<file path="config.mk">
export PLATFORM = sky130hd
export DESIGN_NAME = qbf_front
export DESIGN_NICKNAME = d
export VERILOG_FILES = /design/src/hdl/qbf_pkg.sv /design/src/hdl/qbf_front.sv
export SDC_FILE = /design/constraint.sdc
export NUM_CORES = 2
export LEC_CHECK = 0
export BUFFER_PORTS_ARGS = -buffer_cell sky130_fd_sc_hd__buf_2
export CAP_MARGIN = 20
export CORE_AREA = 2 2 386 388
export CTS_CLUSTER_DIAMETER = 50
export DETAILED_ROUTE_END_ITERATION = 10
export DIE_AREA = 0 0 388 390
export PLACE_DENSITY = 0.76
export SETUP_SLACK_MARGIN = 0.1
export SLEW_MARGIN = 20
export SYNTH_ARGS = -nofsm -noshare
export SYNTH_HDL_FRONTEND = slang
export SYNTH_SLANG_ARGS = --single-unit
</file>
<file path="constraint.sdc">
create_clock -name clk -period 25 [get_ports clk]
set_input_delay 5 -clock clk [delete_from_list [all_inputs] [get_ports clk]]
set_output_delay 5 -clock clk [all_outputs]
set_load 0.05 [all_outputs]
</file>
<file path="src/hdl/qbf_pkg.sv">
// Shared types and constants for the quadratic Bezier through-point fit unit.
// Depends on nothing; every file of the block but qbf_checker imports it.
`timescale 1ns / 1ps
`default_nettype none

package qbf_pkg;

	// Width of the cubic coefficients handed from the front to the back.
	localparam int CW = 72;
	// Width of the bisection working values and their sums.
	localparam int SW = 76;
	// Width of the control point numerator, signed.
	localparam int NW = 84;
	// Width of the control point divisor.
	localparam int DW = 50;
	// Width of the curve parameter, unsigned Q1.24.
	localparam int TW = 25;
	// Fraction bits of the internal parameter accumulator.
	localparam int TFRAC = 48;
	// Shift that lines up the parameter square halves in the numerator.
	localparam int HALF_SHIFT = 24;

	typedef struct packed {
		logic signed [CW-1:0] d;
		logic signed [CW-1:0] c;
		logic signed [CW-1:0] b;
		logic signed [CW-1:0] a;
		logic [2:0][31:0]     p0;
		logic [2:0][31:0]     p1;
		logic [2:0][31:0]     p2;
	} qbf_job_t;

	typedef enum logic [1:0] {
		F_IDLE,
		F_MAC,
		F_PUSH
	} front_state_t;

	typedef enum logic [2:0] {
		B_IDLE,
		B_BISECT,
		B_PREP,
		B_MAC,
		B_DIV,
		B_ROUND,
		B_DONE
	} back_state_t;

endpackage

`default_nettype wire

</file>
<file path="src/hdl/qbf_front.sv">
// Front part: accepts a point triple and builds the scaled Bernstein cubic.
// Uses qbf_pkg; three dot products run through one shared multiplier.
`timescale 1ns / 1ps
`default_nettype none

module qbf_front import qbf_pkg::*; (
	input  wire logic           clk,
	input  wire logic           arst_n,
	input  wire logic           s_tvalid,
	output logic                s_tready,
	input  wire logic [287:0]   s_tdata,
	output logic                push_valid,
	input  wire logic           push_ready,
	output qbf_job_t            push_job
);

	front_state_t state_q, state_n;
	logic [2:0][31:0] p0_q, p1_q, p2_q;
	logic [1:0] ax_q, grp_q;
	logic signed [CW-1:0] vv_q, vw_q, ww_q;
	logic signed [32:0] v0, v2, opa, opb;
	logic signed [65:0] prod;
	logic last_mac;

	always_comb begin
		v0 = 33'(signed'(p0_q[ax_q])) - 33'(signed'(p1_q[ax_q]));
		v2 = 33'(signed'(p2_q[ax_q])) - 33'(signed'(p1_q[ax_q]));
		opa = (grp_q == 2'd2) ? v2 : v0;
		opb = (grp_q == 2'd0) ? v0 : v2;
		prod = opa * opb;
		last_mac = (ax_q == 2'd2) && (grp_q == 2'd2);
	end

	always_comb begin
		state_n = state_q;
		unique case (state_q)
			F_IDLE: if (s_tvalid) state_n = F_MAC;
			F_MAC:  if (last_mac) state_n = F_PUSH;
			F_PUSH: if (push_ready) state_n = F_IDLE;
			default: state_n = F_IDLE;
		endcase
	end

	always_comb begin
		s_tready = (state_q == F_IDLE);
		push_valid = (state_q == F_PUSH);
	end

	always_ff @(posedge clk or negedge arst_n) begin
		if (!arst_n) begin
			state_q <= F_IDLE;
		end else begin
			state_q <= state_n;
		end
	end

	always_ff @(posedge clk) begin
		if (s_tvalid && s_tready) begin
			p0_q <= s_tdata[95:0];
			p1_q <= s_tdata[191:96];
			p2_q <= s_tdata[287:192];
			ax_q <= 2'd0;
			grp_q <= 2'd0;
			vv_q <= '0;
			vw_q <= '0;
			ww_q <= '0;
		end else if (state_q == F_MAC) begin
			unique case (grp_q)
				2'd0: vv_q <= vv_q + CW'(prod);
				2'd1: vw_q <= vw_q + CW'(prod);
				default: ww_q <= ww_q + CW'(prod);
			endcase
			if (ax_q == 2'd2) begin
				ax_q <= 2'd0;
				grp_q <= grp_q + 2'd1;
			end else begin
				ax_q <= ax_q + 2'd1;
			end
		end
	end

	// The cubic is kept scaled by three: (-3 v0.v0, -v0.v2, v0.v2, 3 v2.v2).
	always_comb begin
		push_job.d = -(vv_q + (vv_q <<< 1));
		push_job.c = -vw_q;
		push_job.b = vw_q;
		push_job.a = ww_q + (ww_q <<< 1);
		push_job.p0 = p0_q;
		push_job.p1 = p1_q;
		push_job.p2 = p2_q;
	end

endmodule

`default_nettype wire

</file>
Word level (Yosys, flattened, before mapping)
Cells that the tools add are included.
{"block": "totals", "out_inout_bits": 578, "wordCells": 60, "inputBits": 292, "reg_bits": 510}
{"block": "op_classes", "multipliers": 1, "n_bitwise": 1, "n_lt_le_gt_ge": 1, "n_addsub": 11, "n_mux": 13, "n_reduce_logical": 10, "eq_ne": 8}
{"cell": "adder 72 x 66 -> 72 bit", "count": 3}
{"cell": "binary-select mux 32 bit (select 2 bit)", "count": 3}
{"cell": "adder 72 bit", "count": 2}
{"cell": "negation 72 bit", "count": 2}
{"cell": "two-way mux 32 bit", "count": 3}
{"cell": "multiplier 33 x 33 -> 66 bit", "count": 1}
{"cell": "two-way mux 33 bit", "count": 2}
{"cell": "subtractor 32 x 32 -> 33 bit", "count": 2}
{"cell": "two-way mux 2 bit", "count": 4}
{"cell": "AND reduction 2 bit", "count": 4}
{"cell": "== test 2 bit (second input constant)", "count": 3}
{"cell": "case mux 2 bit (3 select lines)", "count": 1}
{"cell": "adder 2 x 1 -> 2 bit (second input constant)", "count": 2}
{"cell": "== test 2 x 1 -> 1 bit (second input constant)", "count": 2}
{"cell": "zero test 2 bit", "count": 2}
{"cell": "inequality test 2 bit (second input constant)", "count": 2}
{"cell": "less-than comparator 2 x 3 -> 1 bit (second input constant)", "count": 1}
{"cell": "AND reduction 3 bit", "count": 1}
{"cell": "logical AND 1 bit", "count": 2}
{"cell": "inequality test 2 x 1 -> 1 bit (second input constant)", "count": 1}
{"cell": "OR reduction 2 bit", "count": 1}
{"cell": "inverter 1 bit", "count": 1}

Depth between registers and ports, before layout
{"block": "depth", "depth_word": 6, "ltp_mapped": 68, "mapped_depth_nobuf": 62}

Worst setup path after synthesis
No wires, ideal clock.
{"block": "synth_timing", "path_kind": "input-to-reg", "startpoint": "in s_tvalid", "endpoint": "reg p2_q, in the netlist push_job[0] (enable)", "path_buffers": 2, "required_ns": 24.235, "cell_stages": 4, "setup_time_ns": 0.765, "path_slack_ns": 10.681, "arrival_time_ns": 13.554, "cell_sequence": "nand2_1 > inv_2 > clkbuf_1 > clkbuf_1"}
{"block": "synth_between", "elab_chain_len": 1}
{"element": "start, declared", "line_no": "qbf_front.sv:9", "source": "input wire logic s_tvalid,"}
{"element": "logical AND 1 bit", "line_no": "qbf_front.sv:58", "source": "if (s_tvalid && s_tready) begin"}
{"element": "end signal, assigned", "line_no": "qbf_front.sv:61", "source": "p2_q <= s_tdata[287:192];"}
{"element": "end, declared", "line_no": "qbf_front.sv:18", "source": "logic [2:0][31:0] p0_q, p1_q, p2_q;"}
Every way passes these cells.
A chain may end at the register's enable or synchronous reset.

Worst setup path after layout
{"block": "layout_timing", "startpoint": "reg ax_q[0]", "endpoint": "reg vw_q[70]"}
{"block": "layout_between", "elab_chain_len": 6, "elab_cells_between_ends": 12, "cone_classes": "3 x add/sub; 1 x mul; 8 x mux"}
{"element": "start, declared", "line_no": "qbf_front.sv:19", "source": "logic [1:0] ax_q, grp_q;"}
{"element": "start signal, assigned", "line_no": "qbf_front.sv:77", "source": "ax_q <= ax_q + 2'd1;"}
{"element": "binary-select mux 32 bit (select 2 bit) (on tied branches)", "line_no": "qbf_front.sv:26, qbf_front.sv:27"}
{"element": "two-way mux 32 bit (on tied branches)", "line_no": "qbf_front.sv:26, qbf_front.sv:27"}
{"element": "subtractor 32 x 32 -> 33 bit (on tied branches)", "line_no": "qbf_front.sv:26, qbf_front.sv:27"}
{"element": "two-way mux 33 bit (on tied branches)", "line_no": "qbf_front.sv:28, qbf_front.sv:29"}
{"element": "multiplier 33 x 33 -> 66 bit *", "line_no": "qbf_front.sv:30", "source": "prod = opa * opb;"}
{"element": "adder 72 x 66 -> 72 bit *", "line_no": "qbf_front.sv:70", "source": "2'd1: vw_q <= vw_q + CW'(prod);"}
{"element": "end signal, assigned", "line_no": "qbf_front.sv:70"}
{"element": "end, declared", "line_no": "qbf_front.sv:20", "source": "logic signed [CW-1:0] vv_q, vw_q, ww_q;"}
Every way passes the cells marked *; elsewhere a longest branch is shown, timed or not. The select of a mux whose other input is x is not followed.

==> metrics <==
Critical Path RT=25.66 ns; Critical R2R Launch=ax_q[0]$_SDFFE_PP0P_; Vias=72980; DRC Markers=0; chip width=388 um; min-delay src=vv_q[49]$_SDFFE_PP0P_; FF-to-FF path depth=58; final setup fails=0; Syn Std Cell Area=82000 um2; area of the multi-input gates=62460 um2; final core utilization=0.6167; core area=147100 um2; hpwl dp=248.1 mm; yosys warns=0; Resize count post-CTS=0; XOR/XNOR Fraction of Synth Area=0.05469; Fin Hold WS=0.4733 ns; Clock Tree Root=clkbuf_16; Worst R2R End=vw_q[70]$_SDFFE_PP0P_; startpoint types=register; layout cell share with drive strength beyond 1=0.1236; Tcrit/Tclk final=0.6922; main combinational cell family by area after synthesis=adder cells; GRT Max-Usage Layer=met2; syn_nets=11550; outcome=completed; hold_buf cts=0; pin count of the biggest net entering global routing=141; Total GRT Usage=0.4051; Final Slew Violations=0; hold depth=2; CP max-delay cell=xor2_1; Critical Path End Type=register; met3 usage=0.1036; initial core utilization=0.5573; Critical Path AT=17.97 ns; synthesized-area fraction occupied by adder cells=0.3895; Via density=6.063; Crit Path Class=reg2reg; Worst Hold End=vv_q[49]$_SDFFE_PP0P_; area grow syn2layout=10.65%; reg-to-reg setup timing slack=7.69 ns; post-CTS setup buffer count=0; final hold violations=0; register bit total from synthesis=510; I/O pin cnt=870; Routed WL=311.1 mm; die area=151300 um2; Crit Path Max Fanout=82; syn_area_per_cell=8.728 um2; Simple-Gate Fraction of Synth Area=0.1513; initial DRC count=6683; clock latency on the worst-skew pair=0.77 ns; CTS tree=yes; htree depth=3; Filler cells=12950; row count=141; first-pass GRT wire length=455.8 mm; M2 GR Usage=0.6235; Worst Skew=0.1303 ns; input/output buffers=869; number of distinct library cells after synthesis=113; ys async rst share=0.003922; Max Cap Viol=0; Final GP Congestion=1.059; delay of the slowest critical-path stage=0.90 ns; sequential element share of the synthesized area=0.1598; FF/Latch Area=13110 um2; Worst-path clk slew=0.06 ns; post-route antenna net violation count=0; Routed wire per std cell=25.84 um; Max Clock Freq=57.79 MHz; mux cell area share after synthesis=0.02194; met1 track demand over resource=0.5066; Rel. slew slack=0.2001; Final min period=17.31 ns; main flop type after synthesis=edfxtp_1; actual slew at the worst max-slew pin=1.187 ns; synthesized instance count=9395; chip height=390 um; TritonCTS buffer count=78; number of synthesized flops with an enable pin=288; Synth Area in Compound Gates=0.1421; fin nets=12160; DR pass1 iterations=7; Crit path top cell by count=fa_1; Congestion Overflow GR=0; final setup TNS=0 ns; clock sinks=510; Min-Delay Path Class=reg2reg; CTS max path bufs=3; RSZ-0062 raised after global routing=false; vias in the first global route=71930; initial antenna violation count=34
-- worst max path at each step --
stage                         startpoint               endpoint  slack [ns]  cells after the start
floorplan                       s_tvalid  push_job[0]$_DFFE_PP_       10.68                      4
global placement    ax_q[0]$_SDFFE_PP0P_  vv_q[71]$_SDFFE_PP0P_        8.27                     57
detailed placement  ax_q[0]$_SDFFE_PP0P_  vv_q[69]$_SDFFE_PP0P_        7.80                     60
CTS                 ax_q[0]$_SDFFE_PP0P_  vv_q[69]$_SDFFE_PP0P_        7.76                     60
global route        ax_q[0]$_SDFFE_PP0P_  vv_q[69]$_SDFFE_PP0P_        6.58                     57
finish              ax_q[0]$_SDFFE_PP0P_  vw_q[70]$_SDFFE_PP0P_        7.69                     58
-- routing by layer --
metal  share of wire  vias up
li1                -    32170
met1            0.38    35950
met2            0.44     3924
met3            0.10      920
met4           0.076       14
met5         0.00065        -
-- sequential cells by signal, indices dropped and copies added (netlist names) --
register	count
ax_q	2
grp_q	2
push_job	288
state_q	2
vv_q	72
vw_q	72
ww_q	72
-- area by class of cell --
cell class                 count  share of cell area
inverter                    1279             0.05299
clock inverter                56            0.008301
timing repair buffer         960             0.05560
multi-input combinational   7179              0.6884
antenna                       35           0.0009653
sequential                   510              0.1445
clock buffer                  89             0.02264
tap                         1930             0.02661
-- worst max-delay path: cells and delay by family (launching register included) --
| family | cells | cell delay [ns] |
|---|---|---|
| XOR/XNOR | 1 | 0.90 |
| AO/OA/AOI/OAI | 32 | 7.37 |
| buffers and inverters | 6 | 1.05 |
| AND/OR/NAND/NOR | 7 | 2.07 |
| adder cells (fa/ha/maj) | 12 | 5.12 |
| flip-flops | 1 | 0.61 |
-- logic make-up after synthesis --
group,after synthesis
fa+ha+maj,1862
xor+xnor,512
buf+inv,1706
compound gates,1865
flops,510
mux,174
simple gates,2766
-- through the flow --
stage	instance area [um2]	setup WS, ns	std cells
final	90730	7.695	12040
after global routing	90680	6.578	12020
after CTS	90620	7.757	12000
after detailed placement	87810	7.799	11860
after global placement	87810	8.274	11860
after floorplan	82000	10.68	9395
-- synthesized netlist by cell type (all sizes together) (49+ instances only) --
master,instances,area share
nand2,1454,0.067
fa,1151,0.28
nor3,78,0.0049
nand2b,93,0.0071
inv,1278,0.059
a21o,343,0.031
xnor2,326,0.035
nor2,484,0.022
edfxtp,288,0.11
o21ai,373,0.023
o21bai,81,0.0074
buf,49,0.0034
mux2i,131,0.016
clkbuf,375,0.018
nand3,101,0.0062
ha,711,0.11
dfxtp,220,0.054
and3,59,0.0045
nand4,95,0.0072
and2,126,0.0096
nor2b,128,0.0098
xor2,186,0.020
a31oi,54,0.0043
o21a,56,0.0052
a21oi,685,0.042
-- cell usage in the layout (no fill, tap or decap), types with 79 or more instances in the layout --
cell type and instances:
nand2_1 1446, inv_1 1276, fa_1 1151, buf_2 869, ha_1 710, a21oi_1 682
nor2_1 482, a21o_1 339, o21ai_0 335, xnor2_1 326, edfxtp_1 288, dfxtp_1 218
xor2_1 186, nor2b_1 126, and2_1 124, mux2i_1 119, nand3_1 100, nand4_1 95
nand2b_1 93, buf_4 90, o21bai_1 81, clkbuf_16 79
Power is not shown: default switching activity piles up to over one toggle a cycle in this logic, so the estimate is an artifact.
