File: src/hdl/qbf_pkg.sv
// Shared types and constants for the quadratic Bezier through-point fit unit.
// Depends on nothing; every file of the block but qbf_checker imports it.
`timescale 1ns / 1ps
`default_nettype none

package qbf_pkg;

	// Width of the cubic coefficients handed from the front to the back.
	localparam int CW = 72;
	// Width of the bisection working values and their sums.
	localparam int SW = 76;
	// Width of the control point numerator, signed.
	localparam int NW = 84;
	// Width of the control point divisor.
	localparam int DW = 50;
	// Width of the curve parameter, unsigned Q1.24.
	localparam int TW = 25;
	// Fraction bits of the internal parameter accumulator.
	localparam int TFRAC = 48;
	// Shift that lines up the parameter square halves in the numerator.
	localparam int HALF_SHIFT = 24;

	typedef struct packed {
		logic signed [CW-1:0] d;
		logic signed [CW-1:0] c;
		logic signed [CW-1:0] b;
		logic signed [CW-1:0] a;
		logic [2:0][31:0]     p0;
		logic [2:0][31:0]     p1;
		logic [2:0][31:0]     p2;
	} qbf_job_t;

	typedef enum logic [1:0] {
		F_IDLE,
		F_MAC,
		F_PUSH
	} front_state_t;

	typedef enum logic [2:0] {
		B_IDLE,
		B_BISECT,
		B_PREP,
		B_MAC,
		B_DIV,
		B_ROUND,
		B_DONE
	} back_state_t;

endpackage

`default_nettype wire

File: src/hdl/qbf_queue.sv
// Two-entry job queue between the front and the back part.
// Uses qbf_pkg for the job type.
`timescale 1ns / 1ps
`default_nettype none

module qbf_queue import qbf_pkg::*; (
	input  wire logic     clk,
	input  wire logic     arst_n,
	input  wire logic     push_valid,
	output logic          push_ready,
	input  wire qbf_job_t push_job,
	output logic          pop_valid,
	input  wire logic     pop_ready,
	output qbf_job_t      pop_job
);

	qbf_job_t entry_q [2];
	logic wr_ptr_q, rd_ptr_q;
	logic [1:0] cnt_q;
	logic do_push, do_pop;

	assign push_ready = (cnt_q != 2'd2);
	assign pop_valid = (cnt_q != 2'd0);
	assign pop_job = entry_q[rd_ptr_q];
	assign do_push = push_valid && push_ready;
	assign do_pop = pop_valid && pop_ready;

	always_ff @(posedge clk or negedge arst_n) begin
		if (!arst_n) begin
			wr_ptr_q <= 1'b0;
			rd_ptr_q <= 1'b0;
			cnt_q <= 2'd0;
		end else begin
			if (do_push) wr_ptr_q <= ~wr_ptr_q;
			if (do_pop) rd_ptr_q <= ~rd_ptr_q;
			cnt_q <= cnt_q + 2'(do_push) - 2'(do_pop);
		end
	end

	always_ff @(posedge clk) begin
		if (do_push) entry_q[wr_ptr_q] <= push_job;
	end

endmodule

`default_nettype wire

File: config.mk
export PLATFORM = sky130hd
export DESIGN_NAME = qbf_queue
export DESIGN_NICKNAME = d
export VERILOG_FILES = /design/src/hdl/qbf_pkg.sv /design/src/hdl/qbf_queue.sv
export SDC_FILE = /design/constraint.sdc
export NUM_CORES = 1
export LEC_CHECK = 0
export ABC_CLOCK_PERIOD_IN_PS = 43400
export BUFFER_PORTS_ARGS = -buffer_cell sky130_fd_sc_hd__buf_4
export CORE_AREA = 2 2 451 453
export CTS_CLUSTER_DIAMETER = 50
export CTS_CLUSTER_SIZE = 10
export DETAILED_ROUTE_END_ITERATION = 10
export DIE_AREA = 0 0 453 455
export PLACE_DENSITY = 0.4
export SLEW_MARGIN = 20
export SYNTH_ARGS = -nofsm -noshare
export SYNTH_HDL_FRONTEND = slang
export SYNTH_SLANG_ARGS = --single-unit
File: constraint.sdc
create_clock -name clk -period 43.4 [get_ports clk]
set_clock_uncertainty 0.05 [all_clocks]
set_input_delay 4.34 -clock clk [delete_from_list [all_inputs] [get_ports clk]]
set_output_delay 4.34 -clock clk [all_outputs]
set_load 0.01 [all_outputs]
After elaboration in Yosys (flattened, before gate mapping)
Memories as Yosys holds them, arrays and structs flattened.
Cells that the tools add are included.
Storage, ports and cells
  register bits: 4
  bits in writable memories: 1152
  input bits: 580
  output and inout bits: 578
  logic and storage cells: 14
  memories: 1
Memory list
  entry_q: words 2, width 576, rd ports 1, clocked after memory_dff 0, wr ports 1, RTL line qbf_queue.sv:17  | qbf_job_t entry_q [2];
Operators by class
  add/subtract/negate cells: 2
  equal/unequal tests: 1
  multiplexer cells: 2
  bitwise logic cells: 2
  reduce and logical (&&, ||, !) cells: 3
Operator list (count)
  $add A2 B1 Y2: 1
  $logic_and A1 B1 Y1: 2
  $mux W1: 2
  $ne A2 B2 Y1 const B: 1
  $not A1 Y1: 2
  $reduce_bool A2 Y1: 1
  $sub A2 B1 Y2: 1

Longest topological paths before layout
Gate-level depths: netlist (run 1).
  depth after elaboration: 4
  mapped depth: 7
  gate-level depth less buffers: 7

Worst setup path before layout (run 1)
Ideal clock, no wire load.
  path kind: in2reg
  start: input port push_valid
  end: memory entry_q[0][0] in the netlist's numbering (enable)
  library setup time: 1.530 ns
  arrival: 28.251 ns
  required time: 41.820 ns
  setup slack: 13.569 ns
  stages: 2
  buffers on the path: 0
  path through: nand2_1 nor2_1
Between the ends
  cells in the longest elaborated chain, start to end: 3
Ends and longest elaborated chain
  from (decl): RTL line qbf_queue.sv:9  | input wire logic push_valid,
  $logic_and A1 B1 Y1: RTL line qbf_queue.sv:25  | assign do_push = push_valid && push_ready;
  $mux W1: RTL line qbf_queue.sv:41  | if (do_push) entry_q[wr_ptr_q] <= push_job;
  $mux W1 (implied by the code): RTL line qbf_queue.sv:41
  to (decl): RTL line qbf_queue.sv:17
Every way passes these cells.

==> results.toml, run 1 <==
[run_status]
outcome = "complete, no violations"

[synth]
synth_top_family_by_area = "multiplexers"
synth-seq-area-share = 0.827
synthDistinctLibCells = 15
synth_top_cell_by_area = "edfxtp_1"
synth_fa_ha_area_frac = 0.000596
synth-simple-area-share = 0.000775
synthesis.area_um2 = 42000
synthXorXnorAreaFrac = 0.000835
synth_warnings = 0
ys_top_cells_by_area = "edfxtp_1 82%, mux2_2 15%, buf_6 1.6%, dfrtp_1 0.24%, xnor2_1 0.063%"
yosys-mux-area-fraction = 0.155
synth-compound-area-share = 0
synth-seq-cells = 1156
syn_nets = 2391
yosysTopAreaCellShare = 0.824
avgSynthCellArea_um2 = 23.2
synth_cells = 1809

[die]
dieArea_um2 = 206000
rows = 165
core_area_um2 = 201000
fp.dieW_um = 453
num_io_pins = 1158
start_util = 0.209
die_h_um = 455

[cts]
clk_path_buf_depth = 3
clk_latency_ns = 0.77
cts_setup_buffers = 0
ctsResizeCount = 0
cts.hold.buffers_added = 0
clk_pin_slew_worst_paths_ns = 0.05
clock_sinks = 1156
cts_root_buffer = "clkbuf_16"
cts_inserted_buffers = 160
cts_tree = "built"
htreeDepth = 4

[setup_path]
arrival_ns = 5.13
crit_fanout = 65
r2r_cells = 5
worstSetupStartpointType = "flip-flop"
worstPathRequired_ns = 39.01
cp-end-kind = "output pin"
critPathKind = "reg2out"

[timing]
rsz0062_at_grt = "no"
finalCritPeriodShare = 0.219
drv_slew = 0
worst_pin_slew_ns = 1.14
fmax_mhz = 105
post-route-min-period_ns = 9.52
slew-limit-headroom = 0.242
fin_hold_ws_ns = 0.467
setup_viol = 0
hold_viol_final = 0
fin_setup_tns_ns = 0

[flow_run]
maxCapViolCount = 0

[place]
dpl.hpwl_mm = 102
place_congestion = 0.806
port_buffers = 1157

[power_and_ir_drop]
p_comb_frac = 0.315
clock_power_share = 0.305
power_frac_seq = 0.380
power_leakage_nw = 21.2
p_int_mw = 2.89
power.density_nw_per_um2 = 70.8
p_sw_mw = 1.27
ir_worst_vdd_v = 0.0000413
p_sw_frac = 0.305

[route]
post_drt_wl_per_cell_um = 23.8
vias = 22300
drt-met1-wl_mm = 51.4
vias_per_cell = 3.81
final_antenna_net_count = 0
routed.top_layer = "met5"
met3WireLength_mm = 12.4
dr.pass1.iters = 5
drcViolationCount = 0
met2_length_mm = 71.6
drt-initial-drc-count = 1220
finalWirelength_mm = 140

[cells_and_area]
nets = 3670
area_growth_syn_to_layout_pct = 40.0
drive_gt1_frac = 0.623
final_cell_mix = "1174 x buf_4, 1152 x edfxtp_1, 576 x mux2_2"
final_common_cell = "buf_4"

[global_route]
grt_max_degree = 147
grt_usage = 0.129
grt_pass1_vias = 23100
antenna_found_initial = 48
grt.overflow.total = 0
grt_pass1_wl_mm = 185

[hold_path]
hold_path_depth = 1
min_path_type = "reg2reg"
## power groups by stage
stage	Clock (mW)	Combinational [mW]	Sequential, mW
floorplan	0	0.683	1.82
global placement	0	1.36	1.60
detailed placement	0	1.35	1.60
CTS	1.32	1.36	1.58
global route	1.36	1.40	1.60
finish	1.27	1.31	1.58
## cells in the mapped netlist (all sizes together)
cell type and count:
dfrtp 4, nand2b 1, xor2 1, xnor2 3, and3 1, nor2 1, and2 1, edfxtp 1152
buf 64, mux2 576, nand2 1, ha 2, inv 1, or2 1
## final cells by class
class                   instances  area, um2
repair buffers               1181       8950
diodes                          7       17.5
clock inverters                73       1050
inverters                       1       3.75
well taps                    2672       3340
clock buffers                 183       4090
flip-flops and latches       1156      34700
multi-input cells             588       6590
fillers                     20200     143000
## sequential cells by signal (all words and copies together), names as in the netlist
name and cells:
rd_ptr_q 1, cnt_q 2, entry_q 1152, wr_ptr_q 1
## metal layers
| layer | GRT usage | vias up |
|---|---|---|
| met3 | 0.0574 | 264 |
| li1 | - | 9844 |
| met4 | 0.0426 | 54 |
| met2 | 0.225 | 786 |
| met5 | 0 | - |
| met1 | 0.139 | 11400 |
## worst max-delay path: stages, from the launching register on
cell and delay (ns):
dfrtp_4 0.64, buf_4 0.71, buf_4 0.87, buf_4 0.79, buf_4 0.65, mux2_2 0.41
buf_4 0.15
## metrics by stage
stage | power (mW) | std cells | setup WS [ns] | cell area (um2) | util
6_report | 4.16 | 5861 | 33.88 | 58700 | 0.292
5_1_grt | 4.35 | 5857 | 33.39 | 58700 | 0.292
4_1_cts | 4.25 | 5853 | 33.56 | 58700 | 0.292
3_5_place_dp | 2.95 | 5597 | 34.47 | 53600 | 0.266
3_3_place_gp | 2.96 | 5597 | 34.50 | 53600 | 0.266
2_1_floorplan | 2.50 | 1809 | 13.57 | 42000 | -
## worst paths after layout
| path | startpoint | end | slack [ns] |
|---|---|---|---|
| setup / recovery | rd_ptr_q | pop_job[145] | 33.88 |
| max in group asynchronous | arst_n | rd_ptr_q | 39.87 |
| min in group asynchronous | arst_n | rd_ptr_q | 3.32 |
| setup reg to reg | cnt_q[1] | entry_q[1][121] | 39.12 |
| hold / removal | cnt_q[0] | cnt_q[0] | 0.47 |
| hold reg to reg | cnt_q[0] | cnt_q[0] | 0.47 |
## kinds of logic after synthesis
| kind of cell | count (synthesis) |
|---|---|
| flip-flops | 1156 |
| multiplexers | 576 |
| buffers and inverters | 65 |
| AND/OR/NAND/NOR | 6 |
| XOR/XNOR | 4 |
| adder cells (fa/ha/maj) | 2 |
(Power assumes the default switching activity.)
==> run 2: changes to the inputs <==
ABC_CLOCK_PERIOD_IN_PS = 8300   (was 43400)
CORE_AREA = 2 2 456 458   (was 2 2 451 453)
DIE_AREA = 0 0 458 460   (was 0 0 453 455)
clock period = 8.3 ns   (was 43.4 ns; I/O delays follow)
==> results.toml, run 2 (synthesis results as in run 1) <==
[timing]
finalCritPeriodShare = 0.535
fmax_mhz = 225
fin_ws_ns = 3.86
fin_hold_ws_ns = 0.165
drv_slew = 0
rsz0062_at_grt = "no"
slew-limit-headroom = 0.224
setup_viol = 0
hold_viol_final = 0
worst_pin_slew_ns = 1.16
post-route-min-period_ns = 4.44

[hold_path]
min_path_type = "in2reg"
min_to = "entry_q[1][410]"
hold_path_depth = 1
min_from = "push_job[410]"

[cts]
ctsResizeCount = 0
cts_inserted_buffers = 168
htreeDepth = 4
cts_root_buffer = "clkbuf_16"
cts.hold.buffers_added = 1
cts_setup_buffers = 0
clk_path_buf_depth = 3
cts_tree = "built"
clk_pin_slew_worst_paths_ns = 0.05
clock_sinks = 1156
clk_latency_ns = 0.78

[global_route]
antenna_found_initial = 55
grt_max_degree = 134
grt.overflow.total = 0
grt_pass1_vias = 23800
grt_usage = 0.130
grt_pass1_wl_mm = 192

[place]
dpl.hpwl_mm = 104
place_congestion = 0.835
port_buffers = 1157
dp_slack_ns = 4.53
postPlaceCellArea_um2 = 53600
dp_cells = 5629

[setup_path]
r2r_setup_slack_ns = 5.17
r2r_start = "cnt_q[1]"
cp-end-kind = "output pin"
crit_fanout = 55
worstPathRequired_ns = 7.42
critPathKind = "reg2out"
reg2reg_to = "entry_q[0][552]"
r2r_cells = 5
arrival_ns = 3.56
worstSetupStartpointType = "flip-flop"

[cells_and_area]
final_cell_mix = "1174 x buf_4, 1152 x edfxtp_1, 576 x mux2_2"
fin_cells = 5919
drive_gt1_frac = 0.626
top_register = "entry_q"
stdcell_area_um2 = 59100
fin_util = 0.287
final_common_cell = "buf_4"
nFillCells = 20600
nets = 3678
area_growth_syn_to_layout_pct = 40.8
biggestRegsByFlops = "entry_q (1152), cnt_q (2)"
largest_reg_flops = 1152

[power_and_ir_drop]
p_sw_frac = 0.305
ir_worst_vdd_v = 0.000208
p_sw_mw = 6.69
power_leakage_nw = 21.4
p_comb_frac = 0.308
clock_power_share = 0.313
power_frac_seq = 0.379
power.density_nw_per_um2 = 371
p_int_mw = 15.3

[die]
num_io_pins = 1158
start_util = 0.204
die_h_um = 460
rows = 167
core_area_um2 = 206000
dieArea_um2 = 211000
fp.dieW_um = 458

[route]
finalWirelength_mm = 143
dr.pass1.iters = 5
vias_per_cell = 3.78
post_drt_wl_per_cell_um = 24.1
vias = 22400
drt-initial-drc-count = 1180
final_antenna_net_count = 0
drcViolationCount = 0

[flow_run]
maxCapViolCount = 0

[run_status]
outcome = "complete, no violations"
## run 2: cell types whose count changed in the layout (fill, tap and decap cells not counted), sizes merged
| cell | previous run | this run |
|---|---|---|
| inv | 6 | 16 |
| bufinv | 15 | 14 |
| clkinvlp | 10 | 5 |
| buf | 1181 | 1180 |
| dlygate4sd3 | 0 | 1 |
| clkinv | 43 | 55 |
| diode | 7 | 16 |
| clkbuf | 183 | 184 |
## run 2: power by group through the flow
| stage | clock network, mW | registers (mW) | logic, mW |
|---|---|---|---|
| 6_report | 6.87 | 8.32 | 6.76 |
| 5_1_grt | 7.35 | 8.43 | 7.26 |
| 4_1_cts | 7.12 | 8.34 | 7.01 |
| 3_5_place_dp | 0 | 8.45 | 6.97 |
| 3_3_place_gp | 0 | 8.46 | 6.98 |
| 2_1_floorplan | 0 | 8.72 | 3.58 |
## run 2: worst max path at each step
stage / depth (start not counted) / slack (ns) / from / to
final: 4 / 3.86 / rd_ptr_q / pop_job[180]
after global routing: 4 / 3.59 / rd_ptr_q / pop_job[11]
after CTS: 4 / 3.60 / rd_ptr_q / pop_job[180]
after detailed placement: 4 / 4.53 / rd_ptr_q / pop_job[180]
after global placement: 4 / 4.58 / rd_ptr_q / pop_job[180]
after floorplan: 2 / -1.56 / push_valid / entry_q[0][0]
## run 2: routing by layer
layer / track usage / wire [um] / vias up
met3: 0.0765 / 17700 / 293
met4: 0.0459 / 4600 / 50
met5: 0 / 330 / -
met2: 0.216 / 68800 / 994
met1: 0.137 / 51500 / 11200
li1: - / - / 9875
## run 2: per-stage QoR
step           power (mW)  TNS [ns]
2_1_floorplan        12.3   -898.09
3_3_place_gp         15.4         0
3_5_place_dp         15.4         0
4_1_cts              22.5         0
5_1_grt              23.0         0
6_report             22.0         0
## run 2: cell type report
| cell class | count | area, um2 | area share |
|---|---|---|---|
| diodes | 16 | 40.0 | 0.000677 |
| clock buffers | 184 | 4260 | 0.0721 |
| clock inverters | 89 | 1160 | 0.0196 |
| inverters | 1 | 3.75 | 0.0000635 |
| multi-input cells | 588 | 6610 | 0.112 |
| flip-flops and latches | 1156 | 34700 | 0.587 |
| well taps | 2704 | 3380 | 0.0572 |
| repair buffers | 1181 | 8940 | 0.151 |
## run 2: critical path: stages, from the launching register on
cell,delay (ns)
dfrtp_4,0.65
buf_4,0.71
buf_4,0.66
mux2_2,0.42
buf_4,0.15
